### src/hdl/assert_macros.svh
// ----------------------------------------------------------------------------
// Assertion macros
// Shared concurrent assertion forms, clocked on aclk and disabled in reset.
// ----------------------------------------------------------------------------
`ifndef ASSERT_MACROS_SVH
`define ASSERT_MACROS_SVH

// The property must hold at every clock edge out of reset.
`define ASSERT_ALWAYS(label, prop, msg) \
    label: assert property (@(posedge aclk) disable iff (!aresetn) (prop)) \
        else $error(msg);

// When the trigger holds, the consequence must hold in the same cycle.
`define ASSERT_IMPLY(label, trig, cons, msg) \
    label: assert property (@(posedge aclk) disable iff (!aresetn) (trig) |-> (cons)) \
        else $error(msg);

`endif

### src/hdl/sstk_pkg.sv
`timescale 1ns / 1ps
// ----------------------------------------------------------------------------
// Sortable stack package
// Operation codes, status codes and field widths of the sortable stack.
// ----------------------------------------------------------------------------
package sstk_pkg;

    localparam int DATA_W  = 32;
    localparam int MODE_W  = 2;
    localparam int STAT_W  = 2;
    localparam int COUNT_W = 5;

    localparam logic [MODE_W-1:0] MODE_PUSH = 2'd0;
    localparam logic [MODE_W-1:0] MODE_POP  = 2'd1;
    localparam logic [MODE_W-1:0] MODE_PEEK = 2'd2;
    localparam logic [MODE_W-1:0] MODE_SORT = 2'd3;

    localparam logic [STAT_W-1:0] ST_OK    = 2'd0;
    localparam logic [STAT_W-1:0] ST_EMPTY = 2'd1;
    localparam logic [STAT_W-1:0] ST_FULL  = 2'd2;

    localparam logic [DATA_W-1:0] NEG_ONE = '1;

    typedef enum logic [5:0] {
        S_IDLE   = 6'b000001,
        S_POP_RD = 6'b000010,
        S_KEY_LD = 6'b000100,
        S_CMP    = 6'b001000,
        S_PLACE  = 6'b010000,
        S_RESP   = 6'b100000
    } state_t;

endpackage

### src/hdl/sstk_ram.sv
`timescale 1ns / 1ps
// ----------------------------------------------------------------------------
// Generic RAM
// One write port and one read port with registered read data.
// ----------------------------------------------------------------------------
module sstk_ram #(
    parameter int WIDTH = 32,
    parameter int DEPTH = 16
) (
    input  logic                     aclk,
    input  logic                     we,
    input  logic [$clog2(DEPTH)-1:0] waddr,
    input  logic [WIDTH-1:0]         wdata,
    input  logic [$clog2(DEPTH)-1:0] raddr,
    output logic [WIDTH-1:0]         rdata
);

    logic [WIDTH-1:0] mem [DEPTH];

    always_ff @(posedge aclk) begin
        if (we) begin
            mem[waddr] <= wdata;
        end
        rdata <= mem[raddr];
    end

endmodule

### src/hdl/sortable_stack_unit.sv
`timescale 1ns / 1ps
// ----------------------------------------------------------------------------
// Sortable stack unit
// Last-in-first-out stack of signed 32-bit values with an in-place sort.
// ----------------------------------------------------------------------------
// Each input transfer carries one operation: push, pop, peek or sort, and
// produces exactly one result transfer. The entries sit in a single-port-read
// RAM of DEPTH words and one signed comparator serves the sort. A push goes
// straight to the result state; a pop or peek first passes S_POP_RD, since
// the RAM read is registered. A sort runs insertion sort, walking each key
// down with one compare per cycle; a sort of fewer than two entries goes
// straight to the result state. The next input is taken once the result
// sits in the output register.
module sortable_stack_unit
    import sstk_pkg::*;
#(
    parameter int DEPTH = 16
) (
    input  logic        aclk,
    input  logic        aresetn,
    input  logic        s_tvalid,
    output logic        s_tready,
    input  logic [39:0] s_tdata,   // mode[1:0], value[33:2], zero fill
    output logic        m_tvalid,
    input  logic        m_tready,
    output logic [39:0] m_tdata    // result_value[31:0], status[33:32],
                                   // entry_count[38:34], zero fill
);

    `include "assert_macros.svh"

    localparam int AW = $clog2(DEPTH);
    localparam int CW = $clog2(DEPTH + 1);

    state_t                   state_reg, state_next;
    logic [CW-1:0]            count_reg, count_next;
    logic [AW-1:0]            i_reg, i_next;
    logic [AW-1:0]            j_reg, j_next;
    logic signed [DATA_W-1:0] key_reg, key_next;
    logic [DATA_W-1:0]        res_reg, res_next;
    logic [STAT_W-1:0]        st_reg, st_next;

    logic                     m_valid_reg, m_valid_next;
    logic [DATA_W-1:0]        out_res_reg, out_res_next;
    logic [STAT_W-1:0]        out_st_reg, out_st_next;
    logic [COUNT_W-1:0]       out_cnt_reg, out_cnt_next;

    logic                     mem_we;
    logic [AW-1:0]            mem_waddr;
    logic [DATA_W-1:0]        mem_wdata;
    logic [AW-1:0]            mem_raddr;
    logic [DATA_W-1:0]        mem_rdata;

    logic                     s_accept;
    logic [MODE_W-1:0]        s_mode;
    logic [DATA_W-1:0]        s_value;
    logic [AW-1:0]            last_idx;
    logic                     above_key;
    logic                     out_free;

    assign s_mode   = s_tdata[MODE_W-1:0];
    assign s_value  = s_tdata[MODE_W+DATA_W-1:MODE_W];
    assign s_tready = (state_reg == S_IDLE);
    assign s_accept = s_tvalid && s_tready;
    assign last_idx = AW'(count_reg - CW'(1));
    assign out_free = !m_valid_reg || m_tready;

    // The one comparator of the sort: does the entry below the hole beat the key?
    assign above_key = $signed(mem_rdata) > key_reg;

    sstk_ram #(
        .WIDTH (DATA_W),
        .DEPTH (DEPTH)
    ) u_store (
        .aclk  (aclk),
        .we    (mem_we),
        .waddr (mem_waddr),
        .wdata (mem_wdata),
        .raddr (mem_raddr),
        .rdata (mem_rdata)
    );

    always_comb begin
        state_next   = state_reg;
        count_next   = count_reg;
        i_next       = i_reg;
        j_next       = j_reg;
        key_next     = key_reg;
        res_next     = res_reg;
        st_next      = st_reg;
        m_valid_next = m_valid_reg;
        out_res_next = out_res_reg;
        out_st_next  = out_st_reg;
        out_cnt_next = out_cnt_reg;
        mem_we       = 1'b0;
        mem_waddr    = j_reg;
        mem_wdata    = key_reg;
        mem_raddr    = last_idx;

        if (m_valid_reg && m_tready) begin
            m_valid_next = 1'b0;
        end

        case (state_reg)
            S_IDLE: begin
                if (s_accept) begin
                    res_next = '0;
                    st_next  = ST_OK;
                    case (s_mode)
                        MODE_PUSH: begin
                            state_next = S_RESP;
                            if (count_reg == CW'(DEPTH)) begin
                                st_next = ST_FULL;
                            end else begin
                                mem_we     = 1'b1;
                                mem_waddr  = AW'(count_reg);
                                mem_wdata  = s_value;
                                count_next = count_reg + CW'(1);
                            end
                        end
                        MODE_POP, MODE_PEEK: begin
                            if (count_reg == '0) begin
                                res_next   = NEG_ONE;
                                st_next    = ST_EMPTY;
                                state_next = S_RESP;
                            end else begin
                                mem_raddr  = last_idx;
                                state_next = S_POP_RD;
                                if (s_mode == MODE_POP) begin
                                    count_next = count_reg - CW'(1);
                                end
                            end
                        end
                        MODE_SORT: begin
                            if (count_reg < CW'(2)) begin
                                state_next = S_RESP;
                            end else begin
                                i_next     = AW'(1);
                                mem_raddr  = AW'(1);
                                state_next = S_KEY_LD;
                            end
                        end
                        default: begin
                            state_next = S_RESP;
                        end
                    endcase
                end
            end
            S_POP_RD: begin
                res_next   = mem_rdata;
                state_next = S_RESP;
            end
            S_KEY_LD: begin
                key_next   = mem_rdata;
                j_next     = i_reg;
                mem_raddr  = i_reg - AW'(1);
                state_next = S_CMP;
            end
            S_CMP: begin
                mem_we = 1'b1;
                if (above_key) begin
                    // Shift the larger entry up one place and keep walking down.
                    mem_wdata = mem_rdata;
                    j_next    = j_reg - AW'(1);
                    if (j_reg == AW'(1)) begin
                        state_next = S_PLACE;
                    end else begin
                        mem_raddr = j_reg - AW'(2);
                    end
                end else begin
                    mem_wdata = key_reg;
                    if (i_reg == last_idx) begin
                        state_next = S_RESP;
                    end else begin
                        i_next     = i_reg + AW'(1);
                        mem_raddr  = i_reg + AW'(1);
                        state_next = S_KEY_LD;
                    end
                end
            end
            S_PLACE: begin
                // The key reached the bottom of the stack.
                mem_we    = 1'b1;
                mem_wdata = key_reg;
                if (i_reg == last_idx) begin
                    state_next = S_RESP;
                end else begin
                    i_next     = i_reg + AW'(1);
                    mem_raddr  = i_reg + AW'(1);
                    state_next = S_KEY_LD;
                end
            end
            S_RESP: begin
                if (out_free) begin
                    m_valid_next = 1'b1;
                    out_res_next = res_reg;
                    out_st_next  = st_reg;
                    out_cnt_next = COUNT_W'(count_reg);
                    state_next   = S_IDLE;
                end
            end
            default: begin
                state_next = S_IDLE;
            end
        endcase
    end

    always_ff @(posedge aclk) begin
        if (!aresetn) begin
            state_reg   <= S_IDLE;
            count_reg   <= '0;
            m_valid_reg <= 1'b0;
        end else begin
            state_reg   <= state_next;
            count_reg   <= count_next;
            m_valid_reg <= m_valid_next;
        end
    end

    always_ff @(posedge aclk) begin
        i_reg       <= i_next;
        j_reg       <= j_next;
        key_reg     <= key_next;
        res_reg     <= res_next;
        st_reg      <= st_next;
        out_res_reg <= out_res_next;
        out_st_reg  <= out_st_next;
        out_cnt_reg <= out_cnt_next;
    end

    assign m_tvalid = m_valid_reg;
    assign m_tdata  = {1'b0, out_cnt_reg, out_st_reg, out_res_reg};

    `ASSERT_ALWAYS(a_count_bound, count_reg <= CW'(DEPTH),
        "entry count exceeds the store depth")
    `ASSERT_IMPLY(a_hole_range, state_reg == S_CMP,
        (j_reg != '0) && (j_reg <= i_reg) && (i_reg <= last_idx),
        "insertion hole out of range during sort")
    `ASSERT_IMPLY(a_sort_count, state_reg == S_CMP || state_reg == S_PLACE,
        $stable(count_reg), "entry count changed during sort")

endmodule

### config.mk
export PLATFORM = sky130hd
export DESIGN_NAME = sortable_stack_unit
export DESIGN_NICKNAME = d
export VERILOG_FILES = /design/src/hdl/sstk_pkg.sv /design/src/hdl/sstk_ram.sv /design/src/hdl/sortable_stack_unit.sv
export VERILOG_INCLUDE_DIRS = /design/src /design/src/hdl
export SDC_FILE = /design/constraint.sdc
export NUM_CORES = 1
export LEC_CHECK = 0
export BUFFER_PORTS_ARGS = -buffer_cell sky130_fd_sc_hd__buf_2
export CAP_MARGIN = 20
export CORE_ASPECT_RATIO = 1.25
export CORE_UTILIZATION = 55
export DETAILED_ROUTE_END_ITERATION = 7
export GPL_TIMING_DRIVEN = 0
export HOLD_SLACK_MARGIN = 0.12
export PLACE_DENSITY_LB_ADDON = 0.2
export SLEW_MARGIN = 20
export SYNTH_ARGS = -nofsm -noshare
export SYNTH_HDL_FRONTEND = slang
export SYNTH_SLANG_ARGS = --single-unit
### constraint.sdc
create_clock -name aclk -period 5.2 [get_ports aclk]
set_input_delay 0.52 -clock aclk [delete_from_list [all_inputs] [get_ports aclk]]
set_output_delay 0.52 -clock aclk [all_outputs]
set_load 0.05 [all_outputs]
==> results_dict.tcl, run 1 <==
set metrics [dict create \
    reg2reg_to "u_store.rdata[7]" \
    period_needed_ns 5.092 \
    hold_start "m_tready" \
    critical_path_buf_inv_count 3 \
    ir_drop_mv 0.5073 \
    fp-row-count 89 \
    syn_avg_cell_area_um2 16.21 \
    holdPathStages 3 \
    die_x_um 198.7 \
    ys_warn_count 0 \
    cts_setup_buffers 0 \
    p_leak_nw 11.76 \
    synth-adder-area-share_pct 2.069 \
    htree_levels 2 \
    cts_tree "yes" \
    first_pass_iters 6 \
    portBuffers 78 \
    wirelength_um 70440 \
    worst_slew_pin_slew_ns 1.085 \
    synthTopCellsByArea "edfxtp_1 (71%), mux2i_1 (9.7%), dfxtp_1 (3.3%), o22ai_1 (3.0%), ha_1 (2.1%)" \
    hold_viol_final 0 \
    clockRootBuffer "clkbuf_16" \
    synth_compound_area_share_pct 6.724 \
    setup_viol 0 \
    overflow 0 \
    path_delay_family "compound AO/OA/AOI/OAI gates" \
    fin_nets 1901 \
    yosys.area_share.simple_pct 4.500 \
    area.growth.synth_to_final_pct 15.49 \
    cts_num_sinks 669 \
    synth_seq_area_share_pct 73.84 \
    drv_cap 0 \
    synth_async_sr_flop_share_pct 0 \
    synthesis.nets 1730 \
    n_antenna_cell 0 \
    coreArea_um2 47440 \
    synth_top_family_by_area "multiplexers" \
    grt_usage_pct 29.22 \
    die_h_um 247.9 \
    holdWs_ns 0.2417 \
    fin_crit_sh_pct 97.92 \
    synth_mux_area_share_pct 9.794 \
    viasPerCell 6.250 \
    synthFlopType "edfxtp_1" \
    rsz0062_at_grt "yes" \
    synth_xor_area_share_pct 0.6207 \
    syn_area_um2 26610 \
    clk_pin_slew_ns 0.07 \
    place_inst 2387 \
    yosys_register_bits 669 \
    fmax_mhz 196.4 \
    slew_viol_final 0 \
    r2r_slack_ns 0.11 \
    synthCells 1642 \
    r2r_cells 14 \
    grt_pass1_vias 15434 \
    critPathMostFrequentCell "a221oi_1" \
    worst_ep_arrival_time_ns 5.58 \
    min_to "m_tvalid" \
    cp_slowest_cell "clkbuf_1" \
    initial_utilization_pct 56.10 \
    crit_path_end_kind "flip-flop" \
    startpoint_type "flip-flop" \
    drc 0 \
    cts_inserted_buffers 60 \
    antenna_left 0 \
    globalplace.congestion 0.8900 \
    largest_reg_flops 512 \
    synth.distinct_cells 57 \
    antenna_found_initial 0 \
    critPathRequiredTime_ns 5.69 \
    synth_edf_count 625 \
    grt_max_degree 33 \
    synth_top_area_share_pct 70.53 \
    grt_pass1_wl_um 101500 \
    cp_cell_sequence "inv_1, ha_1, a21oi_1, o21ai_0, a221oi_1, o21ai_1, a211oi_2, mux2i_1, clkbuf_2, a221oi_1, nand2_1, clkbuf_1, o22ai_1, or4_1" \
    yosysMostFrequentCell "edfxtp_1" \
    dp_slack_ns -0.1858 \
    hpwlAfterDp_um 46120 \
    reg2reg_from "key_reg[19]" \
    cpPeakStageDelay_ns 0.62 \
    dr.first_iter.drc_count 1655 \
    clk_latency_ns 0.64 \
    critPathMaxFanout 10 \
    path_class "flip-flop to flip-flop" \
    synthTopCellsByCount "edfxtp_1 (625), mux2i_1 (259), o22ai_1 (129), nand2_1 (105), inv_1 (55)" \
    wire_per_inst_um 28.18 \
    p_per_area_nw_per_um2 555.2 \
    fin_util_pct 64.79 \
    regMostFlops "u_store.mem" \
    n_fill_cell 3333 \
    worstHoldPathType "primary input to flip-flop" \
    skew_ns 0.02349 \
    status "finished, final reports clean" \
    die-area_um2 49270 \
    io_pins 86 \
    final_cells 2500 \
    final.setup.tns_ns 0 \
    drive_above_1_share_pct 14.49 \
    relSlewSlack_pct 27.67 \
    worst_slack_ns 0.1083 \
    yosysTopAreaCell "edfxtp_1" \
    cts_buffer_depth 3 \
    crit_start "key_reg[19]" \
    vias 15624 \
]
[what timing repair did]
item / 4_1_cts / 5_1_grt
resized for setup: 5 / 18
setup endpoints to repair: 30 / 29
hold endpoints to repair: 1 / 0
hold buffers: 1 / 0
cloned: 0 / 0
[worst reg2reg max path, cell delays in order, from the launching register on]
cell and delay, ns:
edfxtp_1 0.36, inv_1 0.06, ha_1 0.32, a21oi_1 0.14
o21ai_0 0.27, a221oi_1 0.34, o21ai_1 0.23, a211oi_2 0.49
mux2i_1 0.37, clkbuf_2 0.39, a221oi_1 0.24, nand2_1 0.33
clkbuf_1 0.62, o22ai_1 0.19, or4_1 0.60
[area by class of cell]
cell class,instances,area [µm²],share of cell area [%]
flip-flops and latches,669,19650,63.93
multi-input cells,836,6452,21.00
clock buffers,80,1669,5.431
repair buffers,109,1104,3.591
well taps,637,797.0,2.593
plain buffers,82,459.2,1.494
clock inverters,32,396.6,1.291
inverters,55,206.4,0.6717
[per-layer routing]
layer | global-route usage, % | share of wire [%] | vias up
li1 | - | - | 6784
met1 | 36.64 | 38 | 7891
met2 | 50.56 | 51 | 772
met3 | 4.838 | 7.8 | 177
met4 | 11.72 | 4.0 | 0
met5 | 0 | 0 | -
[where the power goes]
part	switching [mW]	internal, mW	total, mW
combinational	3.57	2.22	5.79
sequential	0.269	6.37	6.64
clock	1.94	2.70	4.63
[cell families (layout without fill, tap and decap cells)]
logic type | after synthesis | count (layout)
xor gates and xnor gates | 18 | 18
buffers and inverters | 137 | 358
DFF | 669 | 669
and+or+nand+nor | 244 | 244
muxes | 260 | 260
adders and majority gates | 44 | 44
AOI/OAI and AO/OA | 269 | 269
other | 1 | 1
[stage by stage]
step	area, µm²	power (mW)
floorplan	26610	10.52
global placement	27800	12.33
detailed placement	28630	12.45
CTS	30720	17.04
global route	30730	17.62
finish	30730	17.06
[how the worst max path moves through the flow]
stage,to,depth (start not counted)
after global routing,u_store.rdata[21],15
after global placement,u_store.mem[1][19],9
after floorplan,u_store.mem[0][0],9
after CTS,u_store.rdata[11],14
after detailed placement,u_store.rdata[6],14
final,u_store.rdata[7],14
[cells in the final DEF, fill, tap and decap left out, types with 7 or more instances in the layout]
cell and instances:
edfxtp_1 625, mux2i_1 259, o22ai_1 129, nand2_1 105
buf_2 86, clkbuf_16 62, inv_1 54, clkbuf_1 51
ha_1 44, dfxtp_1 44, a21o_1 35, or4_1 33
nor2_1 32, a22oi_1 32, a21oi_1 24, nor2_4 16
o21ai_0 15, buf_16 15, buf_4 13, buf_12 13
clkbuf_2 11, clkinv_2 11, nand4_1 10, buf_6 10
nor3_1 9, xnor2_1 9, bufinv_16 9, xor2_1 8
clkinv_1 8, nand3_1 7
(Power assumes the default switching activity.)
==> inputs of run 2 (changes only) <==
- SYNTH_HIERARCHICAL: default -> 1
==> results_dict.tcl, run 2 <==
set metrics [dict create \
    grt_usage_pct 27.79 \
    yosysTopAreaCell "edfxtp_1" \
    place_inst 2154 \
    viasPerCell 6.338 \
    cts_resized 3 \
    antenna_found_initial 0 \
    die-area_um2 48630 \
    busiest_layer "met2" \
    p_sw_share_pct 30.20 \
    io_pins 86 \
    syn_area_um2 26260 \
    synthTopCellsByArea "edfxtp_1 (71%), mux4_2 (11%), dfxtp_1 (3.4%), a22oi_1 (2.8%), ha_1 (2.1%)" \
    synth_seq_area_share_pct 74.83 \
    cp_slowest_cell "clkbuf_1" \
    synthCells 1392 \
    switchingPower_mw 4.600 \
    dp_slack_ns -0.5085 \
    cts_buffer_depth 3 \
    cts_inserted_buffers 66 \
    initial_utilization_pct 55.62 \
    path_class "flip-flop to flip-flop" \
    p_leak_nw 10.60 \
    globalplace.congestion 0.8798 \
    critPathMaxFanout 10 \
    coreArea_um2 47220 \
    htree_levels 3 \
    worst_slew_pin_slew_ns 1.201 \
    fp-row-count 89 \
    area.growth.synth_to_final_pct 17.07 \
    period_needed_ns 4.981 \
    grt_pass1_vias 14566 \
    wire_per_inst_um 28.58 \
    grt_pass1_wl_um 94780 \
    synthTopCellsByCount "edfxtp_1 (625), mux4_2 (128), a22oi_1 (97), nand2_1 (64), inv_1 (48)" \
    worstHoldPathType "primary input to flip-flop" \
    drive_above_1_share_pct 26.45 \
    yosys_register_bits 669 \
    synth_top_area_share_pct 71.47 \
    n_antenna_cell 0 \
    crit_path_end_kind "flip-flop" \
    relSlewSlack_pct 19.92 \
    p_int_mw 10.64 \
    pwr-share-clk_pct 31.3 \
    vias 14412 \
    fin_area_um2 30740 \
    combinationalPowerShare_pct 25.7 \
    synthesis.nets 1480 \
    die_x_um 197.4 \
    grt_max_degree 33 \
    drc 0 \
    grt.met2_usage_pct 46.05 \
    synth_edf_count 625 \
    status "finished, final reports clean" \
    critPathRequiredTime_ns 5.68 \
    fmax_mhz 200.8 \
    drv_cap 0 \
    synthFlopType "edfxtp_1" \
    clk_latency_ns 0.61 \
    rsz0062_at_grt "no" \
    regMostFlops "u_store/mem" \
    critPathMostFrequentCell "nand2_1" \
    layout_commonest_cell "edfxtp_1" \
    syn_avg_cell_area_um2 18.86 \
    most-common-layout-cells "edfxtp_1 (625), mux4_2 (128), a22oi_1 (97), buf_2 (82), clkbuf_16 (71)" \
    antenna_left 0 \
    dr.first_iter.drc_count 1420 \
    setup_viol 0 \
    clk_pin_slew_ns 0.07 \
    synth_async_sr_flop_share_pct 0 \
    cp_cell_sequence "inv_1, ha_1, nand4_1, nor4_2, o21ai_0, a31oi_1, mux2_2, nand2_1, o31ai_1, o31a_1, buf_2, clkbuf_1, mux4_2, a22oi_1, nand2_1" \
    startpoint_type "flip-flop" \
    portBuffers 78 \
    skew_ns 0.02021 \
    grt_util_met1_pct 36.30 \
    yosysMostFrequentCell "edfxtp_1" \
    die_h_um 246.3 \
    worst_slack_ns 0.2192 \
    clockRootBuffer "clkbuf_16" \
    path_delay_family "compound AO/OA/AOI/OAI gates" \
    ys_warn_count 6 \
    largest_reg_flops 512 \
    synth.distinct_cells 54 \
    fin_util_pct 65.11 \
    critical_path_buf_inv_count 3 \
    final_cells 2274 \
    ir_drop_mv 0.3131 \
    cts_tree "yes" \
    hpwlAfterDp_um 43160 \
    cpPeakStageDelay_ns 0.77 \
    hold_viol_final 0 \
    worst_ep_arrival_time_ns 5.46 \
    grtUsageMet3_pct 4.586 \
    cts_setup_buffers 0 \
    dpl_cell_area_um2 28510 \
    first_pass_iters 5 \
    fin_crit_sh_pct 95.79 \
    p_seq_share_pct 42.9 \
    power_mw 15.24 \
    cts_hold_buf 0 \
    slew_viol_final 0 \
    overflow 0 \
    fin_nets 1673 \
    p_per_area_nw_per_um2 495.6 \
    cts_num_sinks 669 \
    wirelength_um 64990 \
]
## run 2: area by class of cell
cell class	instances	area, µm²
flip-flops and latches	669	19650
fillers	3207	16470
multi-input cells	602	6421
clock buffers	86	1843
repair buffers	126	1175
well taps	637	797.0
plain buffers	72	347.8
clock inverters	34	327.8
inverters	48	180.2
## run 2: cells by family after synthesis
group	Yosys count	synth area share [%]
buffers and inverters	121	1.944
adders and majority gates	44	2.097
xor gates and xnor gates	15	0.5003
other	1	0.01428
AOI/OAI and AO/OA	239	6.352
muxes	130	11.06
DFF	669	74.83
and+or+nand+nor	173	3.207
## run 2: power groups by stage
stage	Clock (mW)	Sequential (mW)	Combinational [mW]
floorplan	0	6.62	2.52
global placement	0	6.64	3.75
detailed placement	0	6.65	3.85
CTS	4.85	6.54	3.87
global route	5.03	6.57	4.18
finish	4.78	6.54	3.92
## run 2: path summary, 6_finish.rpt
kind | from | endpoint | slack (ns) | cells after the start
setup / recovery | key_reg[15] | u_store/rdata[0] | 0.22 | 15
hold / removal | aresetn | state_reg[0] | 0.18 | 2
hold reg to reg | res_reg[27] | out_res_reg[27] | 0.41 | 0
setup reg to reg | key_reg[15] | u_store/rdata[0] | 0.22 | 15
## run 2: per-stage QoR
stage	setup TNS, ns	hold WS (ns)
global placement	-1213.31	0.4009
finish	0	0.1772
floorplan	-8.165	0.4003
global route	0	0.1776
detailed placement	-133.32	0.4061
CTS	0	0.1572
## run 2: worst register-to-register path, cell delays in order (launching register included)
cell and delay, ns:
edfxtp_1 0.32, inv_1 0.06, ha_1 0.31, nand4_1 0.27
nor4_2 0.48, o21ai_0 0.23, a31oi_1 0.30, mux2_2 0.30
nand2_1 0.18, o31ai_1 0.30, o31a_1 0.17, buf_2 0.39
clkbuf_1 0.77, mux4_2 0.45, a22oi_1 0.23, nand2_1 0.09
## run 2: per-layer routing
layer  vias up  routed length (µm)
li1       6045                   -
met1      7489               24600
met2       709               32660
met3       169                5004
met4         0                2730
met5         -                   0
